$ cat src/sv/ace_pkg.sv
`timescale 1ns / 1ps
`default_nettype none
// ----------------------------------------------------------------------------
// ace_pkg
// Shared types and constants of the accumulator cpu execute block.
// ----------------------------------------------------------------------------
package ace_pkg;

    localparam int ADDR_BITS   = 16;
    localparam int WORD_W      = 32;
    localparam int OPCODE_W    = 8;
    localparam int BASE_W      = 16;
    localparam int OUT_ADDR_W  = 16;
    localparam int IN_DATA_W   = 72;
    localparam int OUT_FIELD_W = 99;
    localparam int OUT_DATA_W  = 104;

    localparam logic [OPCODE_W-1:0] OPC_EXIT    = 8'd0;
    localparam logic [OPCODE_W-1:0] OPC_LDC     = 8'd1;
    localparam logic [OPCODE_W-1:0] OPC_ACC_BUF = 8'd2;
    localparam logic [OPCODE_W-1:0] OPC_ACC_ADR = 8'd3;
    localparam logic [OPCODE_W-1:0] OPC_BUF_ACC = 8'd4;
    localparam logic [OPCODE_W-1:0] OPC_ADR_ACC = 8'd5;
    localparam logic [OPCODE_W-1:0] OPC_LOAD    = 8'd6;
    localparam logic [OPCODE_W-1:0] OPC_STORE   = 8'd7;
    localparam logic [OPCODE_W-1:0] OPC_ADD     = 8'd8;
    localparam logic [OPCODE_W-1:0] OPC_MUL     = 8'd9;
    localparam logic [OPCODE_W-1:0] OPC_AND     = 8'd10;
    localparam logic [OPCODE_W-1:0] OPC_OR      = 8'd11;
    localparam logic [OPCODE_W-1:0] OPC_JNZ     = 8'd12;
    localparam logic [OPCODE_W-1:0] OPC_NOP     = 8'd13;

    typedef enum logic [3:0] {
        K_EXIT,
        K_LDC,
        K_ACC_BUF,
        K_ACC_ADR,
        K_BUF_ACC,
        K_ADR_ACC,
        K_LOAD,
        K_STORE,
        K_ADD,
        K_MUL,
        K_AND,
        K_OR,
        K_JNZ,
        K_NOP,
        K_BAD
    } op_kind_t;

    typedef struct packed {
        op_kind_t          kind;
        logic [WORD_W-1:0] operand;
        logic [WORD_W-1:0] load_data;
    } q_entry_t;

    typedef struct packed {
        logic full;
        logic empty;
    } q_status_t;

endpackage : ace_pkg
`default_nettype wire

$ cat src/sv/accumulator_cpu_execute.sv
`timescale 1ns / 1ps
`default_nettype none
// ----------------------------------------------------------------------------
// accumulator_cpu_execute
// Accumulator cpu core: one fetched instruction in, one result beat out.
// ----------------------------------------------------------------------------
// Each input beat carries an opcode, its operand word and the memory word at
// the current address register. The opcode is classified on entry and the
// beat waits in a two-entry queue; the execute stage retires one instruction
// per clock unless the output stalls, and registers the result. Sustained
// rate is one beat per cycle, bounded by the accumulator update loop, which
// holds a single 32x32 multiply. A stalled output leaves room for two more
// input beats before tready drops. base_address is written through cfg_wr_en
// and cfg_wr_data by the user only while idle; the block does not enforce it.
// ----------------------------------------------------------------------------
module accumulator_cpu_execute (
    input  wire logic                            clk,
    input  wire logic                            rst_n,
    input  wire logic                            cfg_wr_en,
    input  wire logic [ace_pkg::BASE_W-1:0]      cfg_wr_data,
    input  wire logic                            s_axis_tvalid,
    output logic                                 s_axis_tready,
    // [7:0] opcode, [39:8] operand, [71:40] load_data
    input  wire logic [ace_pkg::IN_DATA_W-1:0]   s_axis_tdata,
    output logic                                 m_axis_tvalid,
    input  wire logic                            m_axis_tready,
    // [15:0] fetch_address, [31:16] data_address, [32] write_enable,
    // [64:33] write_data, [96:65] accumulator_value, [97] halted,
    // [98] bad_opcode, [103:99] zero
    output logic [ace_pkg::OUT_DATA_W-1:0]       m_axis_tdata
);
    import ace_pkg::*;

    q_status_t q_status;
    q_entry_t  push_entry;
    q_entry_t  head;
    logic      push;
    logic      pop;

    ace_front u_front (
        .s_axis_tvalid (s_axis_tvalid),
        .s_axis_tready (s_axis_tready),
        .s_axis_tdata  (s_axis_tdata),
        .q_status      (q_status),
        .push          (push),
        .push_entry    (push_entry)
    );

    ace_queue u_queue (
        .clk        (clk),
        .rst_n      (rst_n),
        .push       (push),
        .push_entry (push_entry),
        .pop        (pop),
        .head       (head),
        .status     (q_status)
    );

    ace_execute u_execute (
        .clk           (clk),
        .rst_n         (rst_n),
        .cfg_wr_en     (cfg_wr_en),
        .cfg_wr_data   (cfg_wr_data),
        .head          (head),
        .q_status      (q_status),
        .pop           (pop),
        .m_axis_tvalid (m_axis_tvalid),
        .m_axis_tready (m_axis_tready),
        .m_axis_tdata  (m_axis_tdata)
    );

endmodule : accumulator_cpu_execute
`default_nettype wire

$ cat src/sv/ace_front.sv
`timescale 1ns / 1ps
`default_nettype none
// ----------------------------------------------------------------------------
// ace_front
// Input side: takes instruction beats and classifies the opcode.
// ----------------------------------------------------------------------------
module ace_front (
    input  wire logic                          s_axis_tvalid,
    output logic                               s_axis_tready,
    // [7:0] opcode, [39:8] operand, [71:40] load_data
    input  wire logic [ace_pkg::IN_DATA_W-1:0] s_axis_tdata,
    input  wire ace_pkg::q_status_t            q_status,
    output logic                               push,
    output ace_pkg::q_entry_t                  push_entry
);
    import ace_pkg::*;

    logic [OPCODE_W-1:0] opcode;
    op_kind_t            kind;

    assign opcode = s_axis_tdata[7:0];

    always_comb
    begin
        case (opcode)
            OPC_EXIT:    kind = K_EXIT;
            OPC_LDC:     kind = K_LDC;
            OPC_ACC_BUF: kind = K_ACC_BUF;
            OPC_ACC_ADR: kind = K_ACC_ADR;
            OPC_BUF_ACC: kind = K_BUF_ACC;
            OPC_ADR_ACC: kind = K_ADR_ACC;
            OPC_LOAD:    kind = K_LOAD;
            OPC_STORE:   kind = K_STORE;
            OPC_ADD:     kind = K_ADD;
            OPC_MUL:     kind = K_MUL;
            OPC_AND:     kind = K_AND;
            OPC_OR:      kind = K_OR;
            OPC_JNZ:     kind = K_JNZ;
            OPC_NOP:     kind = K_NOP;
            default:     kind = K_BAD;
        endcase
    end

    assign s_axis_tready        = !q_status.full;
    assign push                 = s_axis_tvalid && !q_status.full;
    assign push_entry.kind      = kind;
    assign push_entry.operand   = s_axis_tdata[39:8];
    assign push_entry.load_data = s_axis_tdata[71:40];

endmodule : ace_front
`default_nettype wire

$ cat src/sv/ace_queue.sv
`timescale 1ns / 1ps
`default_nettype none
// ----------------------------------------------------------------------------
// ace_queue
// Two-entry queue between the decode side and the execute side.
// ----------------------------------------------------------------------------
module ace_queue (
    input  wire logic               clk,
    input  wire logic               rst_n,
    input  wire logic               push,
    input  wire ace_pkg::q_entry_t  push_entry,
    input  wire logic               pop,
    output ace_pkg::q_entry_t       head,
    output ace_pkg::q_status_t      status
);
    import ace_pkg::*;

    q_entry_t   entry_reg [0:1];
    logic       wr_ptr_reg;
    logic       wr_ptr_next;
    logic       rd_ptr_reg;
    logic       rd_ptr_next;
    logic [1:0] count_reg;
    logic [1:0] count_next;

    always_comb
    begin
        wr_ptr_next = push ? !wr_ptr_reg : wr_ptr_reg;
        rd_ptr_next = pop ? !rd_ptr_reg : rd_ptr_reg;
        count_next  = count_reg + 2'(push) - 2'(pop);
    end

    always_ff @(posedge clk or negedge rst_n)
    begin
        if (!rst_n)
        begin
            wr_ptr_reg <= 1'b0;
            rd_ptr_reg <= 1'b0;
            count_reg  <= 2'd0;
        end
        else
        begin
            wr_ptr_reg <= wr_ptr_next;
            rd_ptr_reg <= rd_ptr_next;
            count_reg  <= count_next;
        end
    end

    always_ff @(posedge clk)
    begin
        if (push)
        begin
            entry_reg[wr_ptr_reg] <= push_entry;
        end
    end

    assign head         = entry_reg[rd_ptr_reg];
    assign status.full  = count_reg[1];
    assign status.empty = (count_reg == 2'd0);

endmodule : ace_queue
`default_nettype wire

$ cat src/sv/ace_execute.sv
`timescale 1ns / 1ps
`default_nettype none
// ----------------------------------------------------------------------------
// ace_execute
// Execute side: register file, instruction execution and output register.
// ----------------------------------------------------------------------------
module ace_execute (
    input  wire logic                           clk,
    input  wire logic                           rst_n,
    input  wire logic                           cfg_wr_en,
    input  wire logic [ace_pkg::BASE_W-1:0]     cfg_wr_data,
    input  wire ace_pkg::q_entry_t              head,
    input  wire ace_pkg::q_status_t             q_status,
    output logic                                pop,
    output logic                                m_axis_tvalid,
    input  wire logic                           m_axis_tready,
    output logic [ace_pkg::OUT_DATA_W-1:0]      m_axis_tdata
);
    import ace_pkg::*;

    logic [BASE_W-1:0]     base_reg;
    logic [WORD_W-1:0]     acc_reg;
    logic [WORD_W-1:0]     acc_next;
    logic [WORD_W-1:0]     buf_reg;
    logic [WORD_W-1:0]     buf_next;
    logic [WORD_W-1:0]     adr_reg;
    logic [WORD_W-1:0]     adr_next;
    logic [ADDR_BITS-1:0]  pc_reg;
    logic [ADDR_BITS-1:0]  pc_next;
    logic                  out_valid_reg;
    logic                  out_valid_next;
    logic [OUT_DATA_W-1:0] out_data_reg;
    logic [WORD_W-1:0]     product;
    logic [ADDR_BITS-1:0]  fetch_sum;
    logic                  wr_en;
    logic                  halt;
    logic                  bad;
    logic [WORD_W-1:0]     wr_data;

    assign product = acc_reg * buf_reg;
    assign pop     = !q_status.empty && (!out_valid_reg || m_axis_tready);

    always_comb
    begin
        acc_next = acc_reg;
        buf_next = buf_reg;
        adr_next = adr_reg;
        pc_next  = pc_reg + ADDR_BITS'(1);
        wr_en    = 1'b0;
        halt     = 1'b0;
        bad      = 1'b0;
        case (head.kind)
            K_EXIT:    halt     = 1'b1;
            K_LDC:     acc_next = head.operand;
            K_ACC_BUF: acc_next = buf_reg;
            K_ACC_ADR: acc_next = adr_reg;
            K_BUF_ACC: buf_next = acc_reg;
            K_ADR_ACC: adr_next = acc_reg;
            K_LOAD:    buf_next = head.load_data;
            K_STORE:   wr_en    = 1'b1;
            K_ADD:     acc_next = acc_reg + buf_reg;
            K_MUL:     acc_next = product;
            K_AND:     acc_next = WORD_W'((acc_reg != '0) && (buf_reg != '0));
            K_OR:      acc_next = WORD_W'((acc_reg != '0) || (buf_reg != '0));
            K_JNZ:
            begin
                if (acc_reg != '0)
                begin
                    pc_next = head.operand[ADDR_BITS-1:0];
                end
            end
            K_NOP:     ;
            default:   bad      = 1'b1;
        endcase
        wr_data        = wr_en ? buf_reg : '0;
        fetch_sum      = ADDR_BITS'(base_reg) + pc_next;
        out_valid_next = pop || (out_valid_reg && !m_axis_tready);
    end

    always_ff @(posedge clk or negedge rst_n)
    begin
        if (!rst_n)
        begin
            base_reg      <= '0;
            acc_reg       <= '0;
            buf_reg       <= '0;
            adr_reg       <= '0;
            pc_reg        <= '0;
            out_valid_reg <= 1'b0;
        end
        else
        begin
            if (cfg_wr_en)
            begin
                base_reg <= cfg_wr_data;
            end
            if (pop)
            begin
                acc_reg <= acc_next;
                buf_reg <= buf_next;
                adr_reg <= adr_next;
                pc_reg  <= pc_next;
            end
            out_valid_reg <= out_valid_next;
        end
    end

    always_ff @(posedge clk)
    begin
        if (pop)
        begin
            out_data_reg <= {
                (OUT_DATA_W - OUT_FIELD_W)'(0),
                bad,
                halt,
                acc_next,
                wr_data,
                wr_en,
                OUT_ADDR_W'(adr_next[ADDR_BITS-1:0]),
                OUT_ADDR_W'(fetch_sum)
            };
        end
    end

    assign m_axis_tvalid = out_valid_reg;
    assign m_axis_tdata  = out_data_reg;

endmodule : ace_execute
`default_nettype wire

$ cat config.mk
export PLATFORM = sky130hd
export DESIGN_NAME = accumulator_cpu_execute
export DESIGN_NICKNAME = d
export VERILOG_FILES = /design/src/sv/ace_pkg.sv /design/src/sv/accumulator_cpu_execute.sv /design/src/sv/ace_front.sv /design/src/sv/ace_queue.sv /design/src/sv/ace_execute.sv
export SDC_FILE = /design/constraint.sdc
export NUM_CORES = 2
export LEC_CHECK = 0
export BUFFER_PORTS_ARGS = -buffer_cell sky130_fd_sc_hd__buf_2
export CAP_MARGIN = 20
export CELL_PAD_IN_SITES_DETAIL_PLACEMENT = 1
export CELL_PAD_IN_SITES_GLOBAL_PLACEMENT = 1
export CORE_MARGIN = 2
export CORE_UTILIZATION = 54
export CTS_CLUSTER_SIZE = 8
export DETAILED_ROUTE_END_ITERATION = 10
export PLACE_DENSITY_LB_ADDON = 0.3
export SYNTH_ARGS = -nofsm -noshare
export SYNTH_HDL_FRONTEND = slang
export SYNTH_HIERARCHICAL = 1
export SYNTH_SLANG_ARGS = --single-unit
$ cat constraint.sdc
create_clock -name clk -period 18.15 [get_ports clk]
set_clock_uncertainty 0.2 [all_clocks]
set_input_delay 2.7225 -clock clk [delete_from_list [all_inputs] [get_ports clk]]
set_output_delay 2.7225 -clock clk [all_outputs]
set_load 0.01 [all_outputs]
Yosys cells after proc, flatten, opt, wreduce, memory -nomap -nowiden. Memories as Yosys holds them, arrays and structs flattened. Index checks and enable logic that the tools add are counted.

Bits in read-only memories: 64. Word-level logic and storage cells: 66. Memory bits (writable): 136. Memories: 2. Register bits after elaboration: 232. Input port bits: 93.

Multiply operators: 1. Reductions and logical operators: 22. Eq/ne operators: 13. Multiplexer cells: 11. Add/sub/neg operators: 5.

Memory list: u_queue.entry_reg (depth 2, bits a word 68, rd ports 1, clocked after memory_dff 0, write ports 1, RTL line ace_queue.sv:18) `q_entry_t entry_reg [0:1];`; (no name shown) (depth 16, bits a word 4, rd ports 1, clocked after memory_dff 0, write ports 0, RTL line ace_front.sv:25) `case (opcode)`.

Operator list (number): $pmux 32 s7 (1); $pmux 32 s2 (1); $reduce_bool 32->1 (2); $mux 16 (3); $add 32x32->32 (1); $mul 32x32->32 (1); $eq 4x4->1 const B (6); $add 16x1->16 const B (1); $add 16x16->16 (1); $eq 4x3->1 const B (4); $reduce_or 14->1 (1); $eq 4x2->1 const B (2); $logic_not 4->1 (2); $logic_not 1->1 (6); $mux 1 (5); $eq 4x1->1 const B (1); $logic_and 1x1->1 (4); $mux 4 (1); $reduce_and 2->1 (2); $logic_or 1x1->1 (3); $add 2x1->2 (1); $logic_not 2->1 (1); $reduce_bool 2->1 (1); $sub 2x1->2 (1).

Longest topological paths before layout.
Word-level depth: 4. Depth in mapped cells: 29.

Modules after synthesis. Netlist, hierarchy kept.

Modules (own cells, without submodules): ace_execute (cells an instance 2907, times used 1, area each 28006.9 µm²); ace_queue (cells an instance 227, times used 1, area each 5147.4 µm²); ace_front (cells an instance 72, times used 1, area each 541.8 µm²).

Worst setup path before layout. OpenSTA, ideal clock, no wires.

Kind: input-to-reg. Start point: input m_axis_tready. End point: register u_queue.count_reg[1]. Stages: 10. Data arrival time: 7.415 ns. Setup time: 0.136 ns. Buffers on the path: 3. Path slack: 10.400 ns. Cells stage by stage: nand2b_1 nand2b_1 buf_4 inv_2 buf_1 buf_1 ha_1 inv_1 ha_1 xor3_1.

Word-level cells in the longest chain between the ends: 3.

Ends and longest elaborated chain: start: declaration (RTL line accumulator_cpu_execute.sv:26) `input wire logic m_axis_tready,`; $logic_or 1x1->1 (RTL line ace_execute.sv:41) `assign pop = !q_status.empty && (!out_valid_reg || m_axis_tready);`; $logic_and 1x1->1 (RTL line ace_execute.sv:41); named net pop (RTL line accumulator_cpu_execute.sv:38) `logic pop;`; $sub 2x1->2 (RTL line ace_queue.sv:30) `count_next = count_reg + 2'(push) - 2'(pop);`; named net u_queue.count_next[1] (RTL line ace_queue.sv:24) `logic [1:0] count_next;`; end signal: assignment (RTL line ace_queue.sv:45) `count_reg <= count_next;`; end: declaration (RTL line ace_queue.sv:23) `logic [1:0] count_reg;`.

The timed path passes the listed nets, and every way through them passes these cells. A chain may end at the register's enable or synchronous reset.

Worst setup path in the final report.
Start point: register u_execute.acc_reg[11]. End point: register u_execute.out_data_reg[93], in the netlist u_execute/m_axis_tdata[93] (data pin).

Word-level cells in the longest chain between the ends: 2.

Ends and longest elaborated chain: start: declaration (RTL line ace_execute.sv:22) `logic [WORD_W-1:0] acc_reg;`; start signal: assignment (RTL line ace_execute.sv:99) `acc_reg <= acc_next;`; $mul 32x32->32 or $add 32x32->32 (tied branches) (RTL line ace_execute.sv:40, ace_execute.sv:61); $pmux 32 s7 * (RTL line ace_execute.sv:52) `case (head.kind)`; named net u_execute.acc_next[28] (RTL line ace_execute.sv:23) `logic [WORD_W-1:0] acc_next;`; end signal: assignment (RTL line ace_execute.sv:112) `out_data_reg <= {`; end: declaration (RTL line ace_execute.sv:32) `logic [OUT_DATA_W-1:0] out_data_reg;`.

Mark *: on every way through the listed nets, which the timed path passes. The rest lies on a longest branch.

==> results.sh <==
export IMPL_portBuffers=193
export IMPL_drive_gt1_frac=0.147
export IMPL_synth_edf_count=235
export IMPL_fmax_mhz=113
export IMPL_final_core_util=0.593
export IMPL_pin_count=199
export IMPL_areaGrowthSynthToFinish_pct=8.60
export IMPL_largest_reg_flops=136
export IMPL_slew_headroom=0.234
export IMPL_start_util=0.546
export IMPL_cts_setup_buffers=0
export IMPL_post_route_drc_count=0
export IMPL_synthFlopType="edfxtp_1"
export IMPL_clock_path_buffers=3
export IMPL_final_cells=4145
export IMPL_die_y_um=254
export IMPL_worstSkewPairLatency_ps=640
export IMPL_antenna_found_initial=9
export IMPL_row_count=91
export IMPL_worstPathCellList="ha_1 -> fa_1 -> inv_1 -> fa_1 -> fa_1 -> inv_1 -> fa_1 -> fa_1 -> fa_1 -> fa_1 -> fa_1 -> ha_1 -> a21o_1 -> a21o_1 -> a21oi_1 -> or3b_1 -> a31oi_2 -> nor4_1 -> a41o_1 -> nor4_1 -> nor2_1"
export IMPL_cp_arrival_ps=8960
export IMPL_status="complete, no violations"
export IMPL_ys_seq_area_frac=0.308
export IMPL_maxCapViolCount=0
export IMPL_num_nets_final=3936
export IMPL_crit_required_ps=18250
export IMPL_die_x_um=254
export IMPL_fin_crit_ps=8850
export IMPL_grt_pass1_wl_mm=170
export IMPL_setup_violations_final=0
export IMPL_yosys_cell_types_count=75
export IMPL_period_share=0.488
export IMPL_dp_cells=4042
export IMPL_drt_iter0_markers=1991
export IMPL_viasPerCell=5.99
export IMPL_ys_ff_latch=368
export IMPL_rrSetupSlack_ps=9300
export IMPL_die_area_um2=64400
export IMPL_met2WireLength_mm=53.7
export IMPL_grt_max_degree=103
export IMPL_end_kind="flip-flop"
export IMPL_path_class="flip-flop to flip-flop"
export IMPL_drt_total_wl_mm=112
export IMPL_ant_nets=0
export IMPL_routedWlPerCell_um=27.0
export IMPL_fill_cells=6646
export IMPL_cts_resized=0
export IMPL_path_common_cell="fa_1"
export IMPL_worst_pin_slew_ps=1150
export IMPL_clkSinkCount=368
export IMPL_cts_hold_repair_buffers=0
export IMPL_fin_area_um2=36600
export IMPL_cts_root_buf="clkbuf_16"
export IMPL_fp_coreArea_um2=61700
export IMPL_tns_ps=0
export IMPL_cp_slowest_cell="dfrtp_1"
export IMPL_layout_common_cells="413 x inv_1, 410 x fa_1, 337 x and2_1"
export IMPL_htree_levels=2
export IMPL_place_congestion=0.940
export IMPL_slowest_delay_ps=1100
export IMPL_crit_path_start_kind="flip-flop"
export IMPL_hold_viol=0
export IMPL_cp_max_fo=27
export IMPL_yosysWarnings=6
export IMPL_multi_input_area_um2=20500
export IMPL_synth_cells=3206
export IMPL_vias=24800
export IMPL_ff_latch_area_um2=10400
export IMPL_synthArstFlopShare=0.361
export IMPL_grt_pass1_vias=28200
export IMPL_final_max_slew_viol_count=0
export IMPL_overflow=0
export IMPL_top_layer="met5"
export IMPL_rsz0062_at_grt="false"
export IMPL_syn_area_per_cell_um2=10.5
export IMPL_track_usage=0.355
export IMPL_clk_pin_slew_ps=50
export IMPL_cts_buffers_inserted=53
export IMPL_hold_class="flip-flop to flip-flop"
export IMPL_placed_cell_area_um2=35000
export IMPL_cts_tree="yes"
export IMPL_final_common_cell="inv_1"
export IMPL_drt_pass1_iterations=5
export IMPL_drt_met1_wl_mm=43.5
export IMPL_dr_wl_met3_mm=8.95
export IMPL_synth_area_um2=33700
export IMPL_place_hpwl_mm=81.4
==> synthesized netlist by cell type (all sizes together) (38+ instances only) <==
| cell | count | area share |
|---|---|---|
| buf | 84 | 0.018 |
| and2 | 338 | 0.063 |
| edfxtp | 235 | 0.21 |
| inv | 414 | 0.046 |
| nand2 | 329 | 0.037 |
| clkbuf | 175 | 0.019 |
| ha | 172 | 0.064 |
| a21oi | 127 | 0.020 |
| o21ai | 52 | 0.0079 |
| dfrtp | 133 | 0.099 |
| xnor2 | 102 | 0.027 |
| mux2i | 38 | 0.011 |
| fa | 410 | 0.24 |
| mux2 | 139 | 0.048 |
| nor2 | 131 | 0.015 |
==> worst max-delay path, delay by kind of cell, from the launching register on <==
kind / cells / cell delay [ps]
simple gates: 4 / 1030
flops: 1 / 1100
compound gates: 5 / 1370
buf+inv: 2 / 190
fa+ha+maj: 10 / 4620
==> layout make-up <==
class	count	share of cell area
antenna	2	0.000137
inverter	414	0.0426
timing repair buffer	255	0.0398
multi-input combinational	2169	0.561
tap	837	0.0286
clock inverter	6	0.00311
sequential	368	0.284
clock buffer	94	0.0404
==> routing by layer <==
layer,track usage,vias to the layer above
met4,0.167,6
met2,0.586,1111
met1,0.452,12900
met5,0,-
met3,0.0670,333
li1,-,10400
==> final timing paths <==
| kind | start | to | cells past startpoint |
|---|---|---|---|
| worst min register to register | u_execute/adr_reg[17] | u_execute/adr_reg[17] | 1 |
| max in group asynchronous | rst_n | u_execute/adr_reg[29] | 2 |
| worst max register to register | u_execute/acc_reg[11] | u_execute/m_axis_tdata[93] | 21 |
| worst min-delay path | u_execute/adr_reg[17] | u_execute/adr_reg[17] | 1 |
| worst max-delay path | u_execute/acc_reg[11] | u_execute/m_axis_tdata[93] | 21 |
| min in group asynchronous | rst_n | u_execute/base_reg[10] | 1 |
==> through the flow <==
step | hold slack (ps) | setup slack [ps]
floorplan | 242 | 10400
global placement | 264 | 9710
detailed placement | 289 | 9440
CTS | 310 | 9410
global route | 328 | 9000
finish | 304 | 9300
==> cell families (layout without fill, tap and decap cells) <==
kind of cell	after synthesis	after routing	share of synthesized area
simple gates	923	923	0.137
buf+inv	673	769	0.0840
fa+ha+maj	583	583	0.308
flops	368	368	0.308
compound gates	342	342	0.0680
mux	177	177	0.0589
xor+xnor	139	139	0.0366
other cells	1	7	0.000111
Power is not shown: default switching activity piles up to over one toggle a cycle in this logic, so the estimate is an artifact.
